<file path="src/rtl/im2col_tile_address_generator_top_macros.svh">
// Assertion macros for the im2col tile address generator.
`ifndef IM2COL_TILE_ADDRESS_GENERATOR_TOP_MACROS_SVH
`define IM2COL_TILE_ADDRESS_GENERATOR_TOP_MACROS_SVH

`ifndef SYNTH
// Same-cycle implication, checked outside reset.
`define I2C_ASSERT_NOW(label, clk, rst, ante, cons) \
  label: assert property (@(posedge clk) disable iff (rst) (ante) |-> (cons)) \
    else $error("im2col address generator check failed");
// Next-cycle implication, checked outside reset.
`define I2C_ASSERT_NEXT(label, clk, rst, ante, cons) \
  label: assert property (@(posedge clk) disable iff (rst) (ante) |=> (cons)) \
    else $error("im2col address generator check failed");
`else
`define I2C_ASSERT_NOW(label, clk, rst, ante, cons)
`define I2C_ASSERT_NEXT(label, clk, rst, ante, cons)
`endif

`endif

</file>
<file path="src/rtl/im2col_tag_pkg.sv">
// Shared constants and types for the im2col tile address generator.
package im2col_tag_pkg;

  // Fixed layout constants
  localparam int TILE_PIXELS = 16;
  localparam int GROUP_WIDTH = 4;

  // Parameter defaults
  localparam int DEF_DILATION_ROWS = 1;
  localparam int DEF_DILATION_COLS = 1;
  localparam int DEF_MAX_GROUPS    = 16;

  // Field widths
  localparam int PIX_W   = 16;
  localparam int SLOT_W  = 4;
  localparam int TAP_W   = 3;
  localparam int TNUM_W  = 6;
  localparam int SRC_W   = 22;
  localparam int DST_W   = 16;
  localparam int DIM_W   = 9;
  localparam int CFG_W   = 9;
  localparam int CFG_IDX_W = 3;

  // Shared multiply-add widths
  localparam int MAC_A_W = 18;
  localparam int MAC_B_W = 9;
  localparam int MAC_C_W = 10;
  localparam int MAC_R_W = 28;

  // Divider step count
  localparam int DIV_STEPS = PIX_W;
  localparam int DIV_CNT_W = $clog2(DIV_STEPS + 1);

  // Register indexes
  localparam logic [CFG_IDX_W-1:0] REG_STRIDE_ROWS   = 3'd0;
  localparam logic [CFG_IDX_W-1:0] REG_STRIDE_COLS   = 3'd1;
  localparam logic [CFG_IDX_W-1:0] REG_PAD_ROWS      = 3'd2;
  localparam logic [CFG_IDX_W-1:0] REG_PAD_COLS      = 3'd3;
  localparam logic [CFG_IDX_W-1:0] REG_INPUT_HEIGHT  = 3'd4;
  localparam logic [CFG_IDX_W-1:0] REG_INPUT_WIDTH   = 3'd5;
  localparam logic [CFG_IDX_W-1:0] REG_OUTPUT_WIDTH  = 3'd6;
  localparam logic [CFG_IDX_W-1:0] REG_CHANNEL_COUNT = 3'd7;

  // Operands for the shared multiply-add: a * b + c
  typedef struct packed {
    logic [MAC_A_W-1:0]        a;
    logic [MAC_B_W-1:0]        b;
    logic signed [MAC_C_W-1:0] c;
  } mac_req_t;

  // Divider status
  typedef struct packed {
    logic busy;
    logic done;
  } div_stat_t;

endpackage

</file>
<file path="src/rtl/im2col_tag_if.sv">
// Valid/ready channel interfaces for input items and result words.
interface im2col_tag_in_if;
  import im2col_tag_pkg::*;

  logic              valid;
  logic              ready;
  logic [PIX_W-1:0]  pixel_index;
  logic [SLOT_W-1:0] tile_slot;
  logic [TAP_W-1:0]  tap_row;
  logic [TAP_W-1:0]  tap_col;
  logic [TNUM_W-1:0] tap_number;

  modport source (output valid, pixel_index, tile_slot, tap_row, tap_col, tap_number,
                  input ready);
  modport sink (input valid, pixel_index, tile_slot, tap_row, tap_col, tap_number,
                output ready);
endinterface

interface im2col_tag_out_if;
  import im2col_tag_pkg::*;

  logic             valid;
  logic             ready;
  logic [SRC_W-1:0] source_offset;
  logic [DST_W-1:0] dest_offset;
  logic             in_bounds;
  logic             last_group;

  modport source (output valid, source_offset, dest_offset, in_bounds, last_group,
                  input ready);
  modport sink (input valid, source_offset, dest_offset, in_bounds, last_group,
                output ready);
endinterface

</file>
<file path="src/rtl/im2col_tag_div.sv">
// Restoring divider, one quotient bit per cycle.
module im2col_tag_div (
  input  logic                               clk,
  input  logic                               rst,
  input  logic                               start,
  input  logic [im2col_tag_pkg::PIX_W-1:0]   dividend,
  input  logic [im2col_tag_pkg::DIM_W-1:0]   divisor,
  output logic [im2col_tag_pkg::PIX_W-1:0]   quotient,
  output logic [im2col_tag_pkg::DIM_W-1:0]   remainder,
  output im2col_tag_pkg::div_stat_t          stat
);
  import im2col_tag_pkg::*;

  logic [PIX_W-1:0]     work;
  logic [DIM_W-1:0]     rem;
  logic [DIM_W-1:0]     dsr;
  logic [DIV_CNT_W-1:0] cnt;
  logic                 busy;
  logic                 done;
  logic [DIM_W:0]       rem_sh;
  logic [DIM_W:0]       diff;
  logic                 ge;

  // Trial subtract of the shifted partial remainder
  always_comb begin
    rem_sh = {rem, work[PIX_W-1]};
    ge     = rem_sh >= {1'b0, dsr};
    diff   = rem_sh - {1'b0, dsr};
  end

  // Control: count steps, flag the finish
  always_ff @(posedge clk) begin
    if (rst) begin
      busy <= 1'b0;
      done <= 1'b0;
      cnt  <= '0;
    end else begin
      done <= 1'b0;
      if (start) begin
        busy <= 1'b1;
        cnt  <= DIV_CNT_W'(DIV_STEPS);
      end else if (busy) begin
        cnt <= cnt - 1'b1;
        if (cnt == DIV_CNT_W'(1)) begin
          busy <= 1'b0;
          done <= 1'b1;
        end
      end
    end
  end

  // Datapath: shift in one quotient bit a step
  always_ff @(posedge clk) begin
    if (start) begin
      work <= dividend;
      rem  <= '0;
      dsr  <= divisor;
    end else if (busy) begin
      work <= {work[PIX_W-2:0], ge};
      rem  <= ge ? diff[DIM_W-1:0] : rem_sh[DIM_W-1:0];
    end
  end

  assign quotient  = work;
  assign remainder = rem;
  assign stat.busy = busy;
  assign stat.done = done;

endmodule

</file>
<file path="src/rtl/im2col_tag_mac.sv">
// Shared multiply-add unit with a registered result: a * b + c.
module im2col_tag_mac (
  input  logic                                   clk,
  input  im2col_tag_pkg::mac_req_t               req,
  output logic signed [im2col_tag_pkg::MAC_R_W-1:0] res
);
  import im2col_tag_pkg::*;

  logic [MAC_A_W+MAC_B_W-1:0] prod;

  // Unsigned product, then signed offset
  always_comb begin
    prod = req.a * req.b;
  end

  always_ff @(posedge clk) begin
    res <= $signed({1'b0, prod}) + {{(MAC_R_W-MAC_C_W){req.c[MAC_C_W-1]}}, req.c};
  end

endmodule

</file>
<file path="src/rtl/im2col_tile_address_generator_top.sv">
// Top level of the im2col tile address generator: registers, sequencer, result stage.
//
//   channel  dir  handshake          payload
//   item     in   valid/ready        pixel_index, tile_slot, tap_row, tap_col, tap_number
//   result   out  valid/ready        source_offset, dest_offset, in_bounds, last_group
//   cfg      in   cfg_wr_en (write)  cfg_index, cfg_wr_data
//
// An item is accepted, passes through the bit-serial divider (pixel index by output width),
// then makes five passes through the shared multiply-add (registered, so each pass's result
// is used by the next state), then one word per cycle leaves the result register while the
// result channel is ready. A tap in padding skips the last pass and gives its single word.
// An item with zero channel groups is dropped at acceptance. Reset is synchronous and
// clears all control state. A stalled result word holds in its register while the next
// item is taken in.
`include "im2col_tile_address_generator_top_macros.svh"

module im2col_tile_address_generator_top #(
  parameter int DILATION_ROWS = im2col_tag_pkg::DEF_DILATION_ROWS,
  parameter int DILATION_COLS = im2col_tag_pkg::DEF_DILATION_COLS,
  parameter int MAX_GROUPS    = im2col_tag_pkg::DEF_MAX_GROUPS
) (
  input  logic                                   clk,
  input  logic                                   rst,
  im2col_tag_in_if.sink                          item,
  im2col_tag_out_if.source                       result,
  input  logic                                   cfg_wr_en,
  input  logic [im2col_tag_pkg::CFG_IDX_W-1:0]   cfg_index,
  input  logic [im2col_tag_pkg::CFG_W-1:0]       cfg_wr_data
);
  import im2col_tag_pkg::*;

  localparam int GRP_W  = 5;
  localparam int TSUM_W = DST_W - SLOT_W - $clog2(GROUP_WIDTH);
  localparam int SSUM_W = SRC_W - $clog2(GROUP_WIDTH);
  localparam int GW_SH  = $clog2(GROUP_WIDTH);

  localparam logic [3:0] ST_IDLE = 4'd0;
  localparam logic [3:0] ST_DIV  = 4'd1;
  localparam logic [3:0] ST_MY   = 4'd2;
  localparam logic [3:0] ST_MX   = 4'd3;
  localparam logic [3:0] ST_MD   = 4'd4;
  localparam logic [3:0] ST_CHK  = 4'd5;
  localparam logic [3:0] ST_MS1  = 4'd6;
  localparam logic [3:0] ST_MS2  = 4'd7;
  localparam logic [3:0] ST_EMIT = 4'd8;

  // Configuration registers
  logic [3:0]       stride_rows, stride_cols, pad_rows, pad_cols;
  logic [DIM_W-1:0] input_height, input_width, output_width;
  logic [6:0]       channel_count;

  // Sequencer and item registers
  logic [3:0]        state;
  logic [PIX_W-1:0]  pix;
  logic [SLOT_W-1:0] slot;
  logic [TAP_W-1:0]  trow, tcol;
  logic [TNUM_W-1:0] tnum;
  logic signed [MAC_R_W-1:0] y, x;
  logic [TSUM_W-1:0] tprod;
  logic [SSUM_W-1:0] sprod;
  logic              oob;
  logic [GRP_W-1:0]  g;

  // Result register
  logic             res_valid;
  logic [SRC_W-1:0] res_src;
  logic [DST_W-1:0] res_dst;
  logic             res_inb;
  logic             res_last;

  // Unit hookup
  logic [PIX_W-1:0]          quot;
  logic [DIM_W-1:0]          rem;
  div_stat_t                 div_stat;
  mac_req_t                  mac_req;
  logic signed [MAC_R_W-1:0] mac_res;

  logic                item_acc;
  logic [7:0]          grp_sum;
  logic [GRP_W:0]      grp_raw;
  logic [GRP_W-1:0]    groups;
  logic [PIX_W-1:0]    prow, pcol;
  logic [5:0]          trow_dil, tcol_dil;
  logic                oob_now;
  logic                load;
  logic                last_now;
  logic [TSUM_W-1:0]   tsum;
  logic [SSUM_W-1:0]   ssum;

  // Group count, saturated
  always_comb begin
    grp_sum = {1'b0, channel_count} + 8'(GROUP_WIDTH - 1);
    grp_raw = grp_sum[GRP_W+2:2];
    groups  = (grp_raw > (GRP_W+1)'(MAX_GROUPS)) ? GRP_W'(MAX_GROUPS) : grp_raw[GRP_W-1:0];
  end

  assign item_acc   = item.valid && item.ready;
  assign item.ready = (state == ST_IDLE);

  // Zero output width leaves row 0 and the whole index as column
  assign prow = (output_width == '0) ? '0  : quot;
  assign pcol = (output_width == '0) ? pix : {{(PIX_W-DIM_W){1'b0}}, rem};

  assign trow_dil = 6'(trow) * 6'(DILATION_ROWS);
  assign tcol_dil = 6'(tcol) * 6'(DILATION_COLS);

  // Bounds check on the tap position
  assign oob_now = y[MAC_R_W-1] || (y[MAC_R_W-2:0] >= (MAC_R_W-1)'(input_height)) ||
                   x[MAC_R_W-1] || (x[MAC_R_W-2:0] >= (MAC_R_W-1)'(input_width));

  // Configuration writes
  always_ff @(posedge clk) begin
    if (rst) begin
      stride_rows   <= 4'd1;
      stride_cols   <= 4'd1;
      pad_rows      <= 4'd0;
      pad_cols      <= 4'd0;
      input_height  <= DIM_W'(1);
      input_width   <= DIM_W'(1);
      output_width  <= DIM_W'(1);
      channel_count <= 7'd1;
    end else if (cfg_wr_en) begin
      case (cfg_index)
        REG_STRIDE_ROWS:   stride_rows   <= cfg_wr_data[3:0];
        REG_STRIDE_COLS:   stride_cols   <= cfg_wr_data[3:0];
        REG_PAD_ROWS:      pad_rows      <= cfg_wr_data[3:0];
        REG_PAD_COLS:      pad_cols      <= cfg_wr_data[3:0];
        REG_INPUT_HEIGHT:  input_height  <= cfg_wr_data[DIM_W-1:0];
        REG_INPUT_WIDTH:   input_width   <= cfg_wr_data[DIM_W-1:0];
        REG_OUTPUT_WIDTH:  output_width  <= cfg_wr_data[DIM_W-1:0];
        REG_CHANNEL_COUNT: channel_count <= cfg_wr_data[6:0];
        default: ;
      endcase
    end
  end

  im2col_tag_div u_div (
    .clk       (clk),
    .rst       (rst),
    .start     (item_acc && (groups != '0)),
    .dividend  (item.pixel_index),
    .divisor   (output_width),
    .quotient  (quot),
    .remainder (rem),
    .stat      (div_stat)
  );

  // Operand select for the shared multiply-add
  always_comb begin
    mac_req = '0;
    case (state)
      ST_MY: begin
        mac_req.a = MAC_A_W'(prow);
        mac_req.b = MAC_B_W'(stride_rows);
        mac_req.c = $signed(MAC_C_W'(trow_dil) - MAC_C_W'(pad_rows));
      end
      ST_MX: begin
        mac_req.a = MAC_A_W'(pcol);
        mac_req.b = MAC_B_W'(stride_cols);
        mac_req.c = $signed(MAC_C_W'(tcol_dil) - MAC_C_W'(pad_cols));
      end
      ST_MD: begin
        mac_req.a = MAC_A_W'(tnum);
        mac_req.b = MAC_B_W'(groups);
      end
      ST_CHK: begin
        mac_req.a = MAC_A_W'(y[DIM_W-1:0]);
        mac_req.b = input_width;
        mac_req.c = $signed(MAC_C_W'(x[DIM_W-1:0]));
      end
      ST_MS1: begin
        mac_req.a = mac_res[MAC_A_W-1:0];
        mac_req.b = MAC_B_W'(groups);
      end
      default: ;
    endcase
  end

  im2col_tag_mac u_mac (
    .clk (clk),
    .req (mac_req),
    .res (mac_res)
  );

  // Result word for group g
  assign load     = (state == ST_EMIT) && (!res_valid || result.ready);
  assign last_now = oob || ((g + 1'b1) == groups);
  assign tsum     = tprod + TSUM_W'(g);
  assign ssum     = sprod + SSUM_W'(g);

  // Sequencer
  always_ff @(posedge clk) begin
    if (rst) begin
      state <= ST_IDLE;
    end else begin
      case (state)
        ST_IDLE: if (item_acc && (groups != '0)) state <= ST_DIV;
        ST_DIV:  if (div_stat.done) state <= ST_MY;
        ST_MY:   state <= ST_MX;
        ST_MX:   state <= ST_MD;
        ST_MD:   state <= ST_CHK;
        ST_CHK:  state <= oob_now ? ST_EMIT : ST_MS1;
        ST_MS1:  state <= ST_MS2;
        ST_MS2:  state <= ST_EMIT;
        ST_EMIT: if (load && last_now) state <= ST_IDLE;
        default: state <= ST_IDLE;
      endcase
    end
  end

  // Hold item fields and intermediate values
  always_ff @(posedge clk) begin
    if (item_acc) begin
      pix  <= item.pixel_index;
      slot <= item.tile_slot;
      trow <= item.tap_row;
      tcol <= item.tap_col;
      tnum <= item.tap_number;
    end
    case (state)
      ST_MX:  y <= mac_res;
      ST_MD:  x <= mac_res;
      ST_CHK: begin
        tprod <= mac_res[TSUM_W-1:0];
        oob   <= oob_now;
        g     <= '0;
      end
      ST_MS2: sprod <= mac_res[SSUM_W-1:0];
      ST_EMIT: if (load) g <= g + 1'b1;
      default: ;
    endcase
  end

  // Result register: load a word, drop it when taken
  always_ff @(posedge clk) begin
    if (rst) begin
      res_valid <= 1'b0;
    end else if (load) begin
      res_valid <= 1'b1;
    end else if (result.ready) begin
      res_valid <= 1'b0;
    end
  end

  always_ff @(posedge clk) begin
    if (load) begin
      res_src  <= oob ? '0 : {ssum, {GW_SH{1'b0}}};
      res_dst  <= {tsum, slot, {GW_SH{1'b0}}};
      res_inb  <= !oob;
      res_last <= last_now;
    end
  end

  assign result.valid         = res_valid;
  assign result.source_offset = res_src;
  assign result.dest_offset   = res_dst;
  assign result.in_bounds     = res_inb;
  assign result.last_group    = res_last;

  // Checks
  `I2C_ASSERT_NOW(a_pad_word_single, clk, rst, result.valid && !result.in_bounds, result.last_group && (result.source_offset == '0))
  `I2C_ASSERT_NOW(a_group_in_range, clk, rst, state == ST_EMIT, g < groups)
  `I2C_ASSERT_NOW(a_div_only_in_div, clk, rst, div_stat.busy || div_stat.done, state == ST_DIV)
  `I2C_ASSERT_NEXT(a_accept_starts_div, clk, rst, item_acc && (groups != '0), state == ST_DIV)

endmodule
</file>
<file path="src/flat_wrapper.sv">
// flat-port wrapper written by rule: the top's interface ports become plain ports
module im2col_tile_address_generator_top_flat import im2col_tag_pkg::*;
#(
  parameter int DILATION_ROWS = im2col_tag_pkg::DEF_DILATION_ROWS,
  parameter int DILATION_COLS = im2col_tag_pkg::DEF_DILATION_COLS,
  parameter int MAX_GROUPS    = im2col_tag_pkg::DEF_MAX_GROUPS
)
  (clk, rst, cfg_wr_en, cfg_index, cfg_wr_data, item_valid, item_pixel_index, item_tile_slot, item_tap_row, item_tap_col, item_tap_number, item_ready, result_valid, result_source_offset, result_dest_offset, result_in_bounds, result_last_group, result_ready);
  im2col_tag_in_if item_i ();
  im2col_tag_out_if result_i ();
  input  logic clk;
  input  logic rst;
  input  logic cfg_wr_en;
  input  logic [im2col_tag_pkg::CFG_IDX_W-1:0] cfg_index;
  input  logic [im2col_tag_pkg::CFG_W-1:0] cfg_wr_data;
  input wire logic [$bits(item_i.valid)-1:0] item_valid;
  input wire logic [$bits(item_i.pixel_index)-1:0] item_pixel_index;
  input wire logic [$bits(item_i.tile_slot)-1:0] item_tile_slot;
  input wire logic [$bits(item_i.tap_row)-1:0] item_tap_row;
  input wire logic [$bits(item_i.tap_col)-1:0] item_tap_col;
  input wire logic [$bits(item_i.tap_number)-1:0] item_tap_number;
  output wire logic [$bits(item_i.ready)-1:0] item_ready;
  output wire logic [$bits(result_i.valid)-1:0] result_valid;
  output wire logic [$bits(result_i.source_offset)-1:0] result_source_offset;
  output wire logic [$bits(result_i.dest_offset)-1:0] result_dest_offset;
  output wire logic [$bits(result_i.in_bounds)-1:0] result_in_bounds;
  output wire logic [$bits(result_i.last_group)-1:0] result_last_group;
  input wire logic [$bits(result_i.ready)-1:0] result_ready;
  assign item_i.valid = item_valid;
  assign item_i.pixel_index = item_pixel_index;
  assign item_i.tile_slot = item_tile_slot;
  assign item_i.tap_row = item_tap_row;
  assign item_i.tap_col = item_tap_col;
  assign item_i.tap_number = item_tap_number;
  assign item_ready = item_i.ready;
  assign result_valid = result_i.valid;
  assign result_source_offset = result_i.source_offset;
  assign result_dest_offset = result_i.dest_offset;
  assign result_in_bounds = result_i.in_bounds;
  assign result_last_group = result_i.last_group;
  assign result_i.ready = result_ready;
  im2col_tile_address_generator_top #(.DILATION_ROWS(DILATION_ROWS), .DILATION_COLS(DILATION_COLS), .MAX_GROUPS(MAX_GROUPS)) u_core (.clk(clk), .rst(rst), .item(item_i), .result(result_i), .cfg_wr_en(cfg_wr_en), .cfg_index(cfg_index), .cfg_wr_data(cfg_wr_data));
endmodule
</file>
<file path="config.mk">
export PLATFORM = sky130hd
export DESIGN_NAME = im2col_tile_address_generator_top_flat
export DESIGN_NICKNAME = d
export VERILOG_FILES = /design/src/rtl/im2col_tag_pkg.sv /design/src/rtl/im2col_tag_if.sv /design/src/rtl/im2col_tag_div.sv /design/src/rtl/im2col_tag_mac.sv /design/src/rtl/im2col_tile_address_generator_top.sv /design/src/flat_wrapper.sv
export VERILOG_INCLUDE_DIRS = /design/src /design/src/rtl
export SDC_FILE = /design/constraint.sdc
export NUM_CORES = 1
export LEC_CHECK = 0
export CAP_MARGIN = 25
export CORE_MARGIN = 2
export CORE_UTILIZATION = 49
export DETAILED_ROUTE_END_ITERATION = 7
export DONT_BUFFER_PORTS = 1
export MAX_ROUTING_LAYER = met4
export SYNTH_ARGS = -nofsm -noshare
export SYNTH_HDL_FRONTEND = slang
export SYNTH_SLANG_ARGS = --single-unit
</file>
<file path="constraint.sdc">
create_clock -name clk -period 16.4 [get_ports clk]
set_input_delay 1.64 -clock clk [delete_from_list [all_inputs] [get_ports clk]]
set_output_delay 1.64 -clock clk [all_outputs]
set_load 0.01 [all_outputs]
</file>
# Word level (Yosys, flattened, before mapping)
# Index checks and enable logic that the tools add are counted.
# Widths: inputs -> output; s select.
[word_totals]
ff_bits = 286
output_inout_bits = 42
in_bits = 49
[op_classes]
addsub = 9
n_lt_le_gt_ge = 4
reduce_logical = 30
bitwise_logic = 1
mux = 23
n_eq_ne = 21
mul = 1
[ops]
columns = ["cell", "n"]
rows = [
  ["$pmux 27 s5", 1],
  ["$mux 16", 4],
  ["$ge 27x9->1", 2],
  ["$pmux 4 s9", 1],
  ["$pmux 10 s3", 1],
  ["$add 27x28->28", 1],
  ["$mul 18x9->27", 1],
  ["$add 20x5->20", 1],
  ["$mux 5", 4],
  ["$reduce_and 2->1", 9],
  ["$eq 4x3->1 const B", 4],
  ["$mux 4", 4],
  ["$eq 3x3->1 const B", 4],
  ["$add 10x5->10", 1],
  ["$ge 10x9->1", 1],
  ["$pmux 5 s2", 1],
  ["$sub 3x4->5", 2],
  ["$logic_not 9->1", 1],
  ["$mux 9", 1],
  ["$sub 9x9->9", 1],
  ["$add 7x2->8 const B", 1],
  ["$eq 4x2->1 const B", 2],
  ["$eq 3x2->1 const B", 2],
  ["$gt 6x5->1 const B", 1],
  ["other kinds (21)", 38],
]

# Logic depth before layout (Yosys ltp)
[depth]
ltp_word = 8
ltp_mapped = 26
depth_no_buf = 23

# Modules after synthesis
# A second synthesis with hierarchy kept.
[hier_totals]
hier_cells = 1725
area_unflattened_um2 = 18388.9
[by_module_without_submodules]
columns = ["mod", "cells_per_inst", "area_per_inst_um2", "seq_area_each_um2", "instances"]
rows = [
  ["im2col_tile_address_generator_top", 825, 9648.0, 5905.7, 1],
  ["im2col_tag_mac", 707, 6522.5, 560.5, 1],
  ["im2col_tag_div", 193, 2218.4, 1071.0, 1],
]

# Worst setup path before layout
# Ideal clock, no wire load.
[synth_timing]
path_type = "register to register"
startpoint = "reg u_core.state[3]"
endpoint = "reg u_core.u_mac.res[25] (netlist bit)"
setup_time_ns = 0.072
setup_slack_ns = 9.253
path_stages_with_launch = 23
required_ns = 16.328
path_buffers = 2
arrival_time_ns = 7.075
path_cell_list = "dfxtp_1 > buf_4 > nand2b_1 > buf_6 > nor3_2 > a222oi_1 > o211a_1 > or2_2 > fa_1 > fa_1 > inv_1 > fa_1 > fa_1 > inv_1 > fa_1 > inv_1 > ha_1 > a2111oi_0 > o21ai_0 > a21oi_2 > nor3_1 > a211oi_1 > xnor2_1"
[synth_between]
elab_chain_cells = 4
elab_cells_between_ends = 9
classes_between = "add/sub: 1; mul: 1; eq/ne: 5; mux: 2"
[synth_lines]
columns = ["item", "line_no", "text"]
rows = [
  ["from (decl)", "im2col_tile_address_generator_top.sv:53", "logic [3:0] state;"],
  ["from (signal assigned)", "im2col_tile_address_generator_top.sv:202", "ST_CHK: state <= oob_now ? ST_EMIT : ST_MS1;"],
  ["$eq 4x3->1 or $eq 4x2->1 (tied branches)", "im2col_tile_address_generator_top.sv:151", "case (state)"],
  ["$pmux 27 s5", "im2col_tile_address_generator_top.sv:151", ""],
  ["$mul 18x9->27", "im2col_tag_mac.sv:13", "prod = req.a * req.b;"],
  ["$add 27x28->28 *", "im2col_tag_mac.sv:17", "res <= $signed({1'b0, prod}) + {{(MAC_R_W-MAC_C_W){req.c[MAC_C_W-1]}}, req.c};"],
  ["to (signal assigned)", "im2col_tag_mac.sv:17", ""],
  ["to (decl)", "im2col_tag_mac.sv:5", "output logic signed [im2col_tag_pkg::MAC_R_W-1:0] res"],
]
# Every way passes the cells marked *; elsewhere a longest branch is shown, timed or not.
# A chain may end at the register's enable or synchronous reset.

# Worst setup path after layout
[layout_timing]
startpoint = "reg u_core.state[0]"
endpoint = "reg u_core.u_mac.res[25] (netlist bit)"
# The elaborated chain is that of the path after synthesis.

==> metrics.txt <==
average wire per standard cell 18.28 um; Finished Cell Area 19680 sq um; total gr overflow 0; CTS Buffer Depth 3; via/cell ratio 5.422; Slew headroom 0.2351; Resized cells post-CTS 0; fmax 0.1313 GHz; CTS tree done; simple-gate portion of the synthesized area 0.1321; I/O Pins 91; global-route wire length before repair 64.83 mm; Root Buffer Master clkbuf_16; RSZ-0062 raised after global routing false; multiplexer area fraction after synthesis 0.02278; number of CTS-inserted buffers 31; nets@finish 2009; # H-tree levels 1; CTS sink count 284; GRT Util Overall 0.2229; pin count of the biggest net entering global routing 57; pwr dens 101.8 nW/um^2; ys async rst share 0; Main synth FF type edfxtp_1; Antenna diodes 0; startpoint types flip-flop; Rows 70; Max-cap violations 0; Adder-Cell Fraction of Synth Area 0.2296; Avg Cell Area, Syn 10.67 sq um; post-CTS setup repair buffer count 0; Setup CP Type reg -> reg; Die ar. 38200 sq um; clk_lat worst skew 0.59 ns; initial antenna violation count 0; DRC viols 0; Synth Register Bits 284; via count 11.97k; CTS Hold Bufs 0; Tcrit/Tclk final 0.4643; wirelength, routed 40.36 mm; core outline area 36350 sq um; Port Buffers 0; Syn Std Cell Area 17960 sq um; worst min path class reg -> reg; hpwl dp 31.00 mm; filler cell count 3162; post-route ant nets 0; Worst Tran Pin Value 1.147 ns; setup_tns 0 ns; complex-gate fraction of the synthesized area 0.1021; Yosys top cell area share 0.3093; Pre-antenna DRT Iters 5; cells along the critical path nand2_1 > or3_1 > inv_2 > a222oi_1 > o21ai_2 > nand2_1 > fa_1 > inv_1 > fa_1 > fa_1 > fa_1 > inv_1 > fa_1 > inv_1 > ha_1 > a2111oi_0 > o21ai_0 > a21oi_2 > nor3_1 > a211oi_1 > xnor2_1; Setup Skew 0.01694 ns; main combinational cell family by area after synthesis adder cells; slowest cell on the critical path inv_2; share of post-route cells with drive strength above 1 0.07126; Clock Pin Slew Worst Setup and Hold Paths 0.06 ns; Mapped Cells 1684; WP data arrival 8.12 ns; final setup margin 8.786 ns; Final Hold Fails 0; largest cells by area after synthesis edfxtp_1 31%, fa_1 16%, dfxtp_1 11%; CP Max Fanout 34; Seq/Total Area, Yosys 0.4196; CP endpoint kind flip-flop; Initial Util 0.4942; Max stage delay on crit path 0.68 ns; Die Height 195.5 um; Placement Cell Area 18540 sq um; dominant cell type by area after synthesis edfxtp_1; pre-CTS setup slack 8.811 ns; RD Place Congestion 0.8698; initial DRC count 902; count leader, synth inv_1; Slew Limit Fails 0; Commonest cells post-synth 233 x inv_1, 186 x nand2_1, 185 x edfxtp_1; most used cell along the critical path fa_1; Worst EP required 16.91 ns; Synth Area in XOR/XNOR 0.02974; worst vdd ir 0.1008 mV; number of synthesized flops with an enable pin 185; outcome completed; fin crit period 7.614 ns; vias in the first global route 11.88k; Final Setup Violations 0; P&R area growth vs syn 9.536%; Leakage 8.101 nW; Die W 195.5 um; Synth Warn # 0; Netlist cell types 78
[state kept, by name, summed over array words and instances (netlist names), 4 cells and up]
name and cells:
u_core.u_div.quotient 16, u_core.y 28, u_core.input_width 9, u_core.u_mac.res 28, u_core.stride_rows 4, u_core.x 28
u_core.stride_cols 4, u_core.u_div.dsr 9, u_core.tnum 6, u_core.channel_count 7, u_core.pad_rows 4, u_core.tprod 10
u_core.u_div.cnt 5, u_core.sprod 20, u_core.pad_cols 4, u_core.output_width 9, u_core.pix 16, u_core.slot 4
u_core.u_div.remainder 9, u_core.result.source_offset 20, u_core.input_height 9, u_core.state 4, u_core.result.dest_offset 14, u_core.g 5
[layout make-up]
type,instances,area [sq um],share of cell area
clock buffers,40,912.1,0.04636
clock inverters,18,224.0,0.01138
inverters,237,889.6,0.04521
multi-input cells,1152,9442,0.4799
flip-flops and latches,284,7537,0.3831
well taps,468,585.6,0.02976
repair buffers,9,85.08,0.004324
[metrics by stage]
stage / utilization / cells / hold WS [ns] / power (W)
global route: 0.5413 / 2208 / 0.4292 / 0.002099
finish: 0.5413 / 2208 / 0.4187 / 0.002002
floorplan: - / 1723 / 0.4003 / 0.001162
global placement: 0.5092 / 2148 / 0.4032 / 0.001245
CTS: 0.5413 / 2208 / 0.4198 / 0.002015
detailed placement: 0.5101 / 2150 / 0.4054 / 0.001254
[logic make-up after synthesis]
group | after synthesis
simple gates | 495
buf+inv | 287
flops | 284
compound gates | 271
fa+ha+maj | 245
xor+xnor | 61
mux | 39
other cells | 2
[report_power, final]
part	total (W)	internal, W	switching (W)
clock network	0.000758	0.000458	0.000299
logic	0.000361	0.000150	0.000211
registers	0.000883	0.000830	0.0000531
total	0.00200	0.00144	0.000563
[final timing paths]
| path | from | end | slack (ns) | cells after the start |
|---|---|---|---|---|
| max | u_core.state[0] | u_core.u_mac.res[25] | 8.79 | 21 |
| max reg2reg | u_core.state[0] | u_core.u_mac.res[25] | 8.79 | 21 |
| min reg2reg | u_core.slot[3] | u_core.result.dest_offset[5] | 0.42 | 0 |
| min | u_core.slot[3] | u_core.result.dest_offset[5] | 0.42 | 0 |
[cells in the final DEF (no fill, tap or decap), types with 26 or more instances in the layout]
master	count
nor2b_1	28
conb_1	41
a21oi_1	87
clkbuf_16	33
xnor2_1	37
inv_1	233
ha_1	104
dfxtp_1	99
edfxtp_1	185
fa_1	141
o21ai_0	43
nor3_1	26
nand2_1	186
nand3_1	26
nor2_1	109
[worst max-delay path: cells and delay by family, from the launching register on]
kind                       cells  cell delay (ns)
AOI/OAI and AO/OA              6             1.89
adders and majority gates      6             2.96
buffers and inverters          4             0.82
xor gates and xnor gates       1             0.14
and+or+nand+nor                4             1.06
DFF                            1             0.63
[per-layer routing]
metal | part of all wire | track usage
met1 | 0.47 | 0.3097
met4 | 0.022 | 0.05259
met2 | 0.45 | 0.3423
met3 | 0.059 | 0.03955
met5 | 0 | -
(Power assumes the default switching activity.)
